===== src/aes_ram.sv =====
module aes_ram #(
  parameter int unsigned Width = 32,
  parameter int unsigned Depth = 44
) (
  input  logic                     clk_i,
  input  logic                     we_i,
  input  logic [$clog2(Depth)-1:0] waddr_i,
  input  logic [Width-1:0]         wdata_i,
  input  logic [$clog2(Depth)-1:0] raddr_i,
  output logic [Width-1:0]         rdata_o
);

  logic [Width-1:0] mem_q [Depth];
  logic [Width-1:0] rdata_q;

  always_ff @(posedge clk_i) begin
    if (we_i) begin
      mem_q[waddr_i] <= wdata_i;
    end
    rdata_q <= mem_q[raddr_i];
  end

  assign rdata_o = rdata_q;

endmodule


===== config.mk =====
export PLATFORM = sky130hd
export DESIGN_NAME = aes_ram
export DESIGN_NICKNAME = d
export VERILOG_FILES = /design/src/aes_ram.sv
export SDC_FILE = /design/constraint.sdc
export NUM_CORES = 1
export LEC_CHECK = 0
export BUFFER_PORTS_ARGS = -buffer_cell sky130_fd_sc_hd__buf_4
export CAP_MARGIN = 10
export CORE_MARGIN = 5
export CORE_UTILIZATION = 56
export DETAILED_ROUTE_END_ITERATION = 7
export PLACE_DENSITY = 0.72
export SLEW_MARGIN = 20
export SYNTH_ARGS = -nofsm -noshare
export SYNTH_HDL_FRONTEND = slang
export SYNTH_SLANG_ARGS = --single-unit

===== constraint.sdc =====
create_clock -name clk_i -period 8.35 [get_ports clk_i]
set_input_delay 0 -clock clk_i [delete_from_list [all_inputs] [get_ports clk_i]]
set_output_delay 0 -clock clk_i [all_outputs]
set_load 0.02 [all_outputs]

==> results_dict.tcl <==
set metrics [dict create \
    status "complete, no violations" \
    fill_cells 6319 \
    synth_top_cells_by_area "edfxtp_1, mux4_2, mux2i_1" \
    first_iter_violations 3648 \
    cap_violations 0 \
    dieArea_mm2 0.104 \
    busiest_layer "met2" \
    cts.path.max_buffers 3 \
    combPwrFrac_pct 4.8 \
    dp_hpwl_mm 67.9 \
    p_total_mw 15.0 \
    dr.pass1.iters 7 \
    setup_viol 0 \
    num_antenna_cells 0 \
    worstPathMaxFanout 31 \
    p_sw_mw 3.11 \
    io_pins 78 \
    slew_headroom_pct 23.4 \
    synth_top_family_by_area "multiplexers" \
    hp-class "input pin to flip-flop" \
    cp.required_ns 8.95 \
    synth_fa_ha_area_share_pct 0 \
    die_h_um 322 \
    ys_seq_area_share_pct 78.7 \
    synthMuxAreaShare_pct 15.6 \
    netlist_area_mm2 0.0546 \
    yosysWarnings 0 \
    area_delta_synth_final_pct 13.6 \
    cts_made_buffers 141 \
    powerDensity_mw_per_mm2 243 \
    root_buffer "clkbuf_16" \
    hold_start "raddr_i[3]" \
    yosys.area.top_type "edfxtp_1" \
    globalRouteOverflowTotal 0 \
    postCtsSetupBuffers 0 \
    fin_tns_setup_ns 0 \
    timing.rr.end "rdata_o[18]$_DFF_P_" \
    grt_pass1_vias 27370 \
    reg2reg_slack_ns 6.31 \
    htree_levels 4 \
    dieWidth_um 322 \
    final_nets 2729 \
    cts_sinks 1440 \
    startpoint "raddr_i[2]" \
    finalClockSkew_ns 0.0203 \
    yosys.area_share.simple_pct 1.14 \
    yosysTopAreaCellShare_pct 77.5 \
    layout_setup_ws_ns 5.22 \
    r2r-start "mem_q[36][18]$_DFFE_PP_" \
    drt_wl_total_mm 131 \
    drtAntennaViolNets 0 \
    coreArea_mm2 0.0967 \
    syn_inst 2500 \
    ys_seq_elements 1440 \
    maxSlewViolCount 0 \
    place_congestion 0.822 \
    crit_type "input pin to flip-flop" \
    end_kind "flip-flop" \
    grt_usage_pct 25.5 \
    layout_common_cells "edfxtp_1, mux4_2, clkbuf_16, buf_4, mux2i_1" \
    tightest_slew_ns 1.15 \
    initial_core_util_pct 56.4 \
    holdPathStages 3 \
    synthXorXnorAreaFrac_pct 0 \
    worstRegToRegCells 5 \
    mostFrequentLayoutCell "edfxtp_1" \
    path_clk_slew_ns 0.06 \
    power_frac_clock_pct 41.8 \
    fmax_ghz 0.319 \
    leakagePower_nw 19.6 \
    rsz0062_at_grt "no" \
    post-route-drc-count 0 \
    synth_compound_area_share_pct 3.38 \
    use_met3_pct 5.36 \
    detail_route.wl_per_cell_um 32.2 \
    worstSkewPairLatency_ns 0.74 \
    antenna_found_initial 0 \
    use_met1_pct 37.6 \
    swShare_pct 20.7 \
    intPower_mw 11.9 \
    hold_viol 0 \
    seq_power_share_pct 53.4 \
    grtUsageMet2_pct 39.8 \
    syn-num-nets 2546 \
    cts_resized 0 \
    dp.cells 3778 \
    pre_cts_ws_ns 5.09 \
    io_buffers 77 \
    vias_per_cell 6.61 \
    startpoint_type "input pin" \
    hold_path_end "rdata_o[29]$_DFF_P_" \
    cts_tree "built" \
    grt_pass1_wl_mm 190 \
    yosys.cell_types.count 33 \
    drive_gt1_share_pct 25.3 \
    period_needed_ns 3.13 \
    ir_drop_uv 229 \
    fin_crit_sh_pct 37.5 \
    num_vias 26958 \
    row_count 114 \
    stdcell_count 4076 \
    arrival_ns 3.74 \
    grt_max_degree 152 \
    postSynthAreaPerCell_um2 21.8 \
]
==> critical path: stages <==
cell	delay, ns
dlygate4sd3_1	0.53
buf_4	0.49
buf_4	0.72
nand2_1	0.83
buf_4	0.52
o22ai_1	0.22
a221oi_1	0.08
o211ai_1	0.22
o21ai_1	0.09
==> power groups by stage <==
| stage | clock [mW] | combinational, mW | sequential, mW |
|---|---|---|---|
| final | 6.29 | 0.725 | 8.03 |
| after global routing | 6.71 | 0.771 | 8.03 |
| after CTS | 6.37 | 0.726 | 8.03 |
| after detailed placement | 0 | 0.707 | 8.19 |
| after global placement | 0 | 0.688 | 8.18 |
| after floorplan | 0 | 0.388 | 8.19 |
==> registers in the layout (all words and copies together) (netlist names) <==
register,count
rdata_o,32
mem_q,1408
==> cells by family after synthesis <==
logic type,after synthesis
DFF,1440
AOI/OAI and AO/OA,288
and+or+nand+nor,147
muxes,480
buffers and inverters,145
==> worst max path at each step <==
stage / end / slack, ns / cells past startpoint
after floorplan: mem_q[21][0]$_DFFE_PP_ / 4.56 / 2
after global placement: rdata_o[7]$_DFF_P_ / 5.08 / 8
after detailed placement: rdata_o[7]$_DFF_P_ / 5.09 / 8
after CTS: rdata_o[31]$_DFF_P_ / 5.30 / 9
after global routing: rdata_o[8]$_DFF_P_ / 5.15 / 9
final: rdata_o[31]$_DFF_P_ / 5.22 / 9
==> cell usage after synthesis (all sizes together) <==
master  number
and2         1
nor2        54
o211ai      22
dfxtp       32
inv          1
nor3         5
o22ai       32
nor2b        6
edfxtp    1408
or3b         1
clkbuf      74
or3          2
a22oi       64
buf         70
nand2b       6
nor4         1
nand4        1
mux2        64
a21oi       74
nand3        5
nand2       62
nand3b       1
or2          2
o31ai       10
mux2i      128
o21ai       54
a221oi      32
mux4       288
==> through the flow <==
stage | instance area [um^2] | hold WS, ns | util, %
after floorplan | 54600 | 0.0989 | -
after global placement | 57000 | 0.433 | 58.9
after detailed placement | 57000 | 0.432 | 58.9
after CTS | 62000 | 0.0173 | 64.1
after global routing | 62000 | 0.0706 | 64.1
final | 62000 | 0.0375 | 64.1
==> repair_timing <==
item / in CTS / in global routing
endpoints found under the hold margin: 1470 / 0
endpoints found under the setup margin: 0 / 0
hold buffers: 38 / 0
==> routing by layer <==
layer | share of wire, % | vias to the layer above | wire length [um]
met5 | 0 | - | 0
met4 | 2.6 | 0 | 3430
met3 | 10 | 226 | 13300
met2 | 47 | 1526 | 62300
met1 | 40 | 14315 | 52300
li1 | - | 10891 | -
==> layout make-up <==
| cell class | count | area, um^2 | area share, % |
|---|---|---|---|
| flip-flops and latches | 1440 | 42900 | 69.2 |
| multi-input cells | 915 | 11300 | 18.2 |
| clock buffers | 196 | 3950 | 6.37 |
| well taps | 1276 | 1600 | 2.57 |
| repair buffers | 184 | 1540 | 2.48 |
| clock inverters | 64 | 697 | 1.12 |
| inverters | 1 | 3.75 | 0.00605 |
Note: power is estimated with default switching activity, not from simulation.
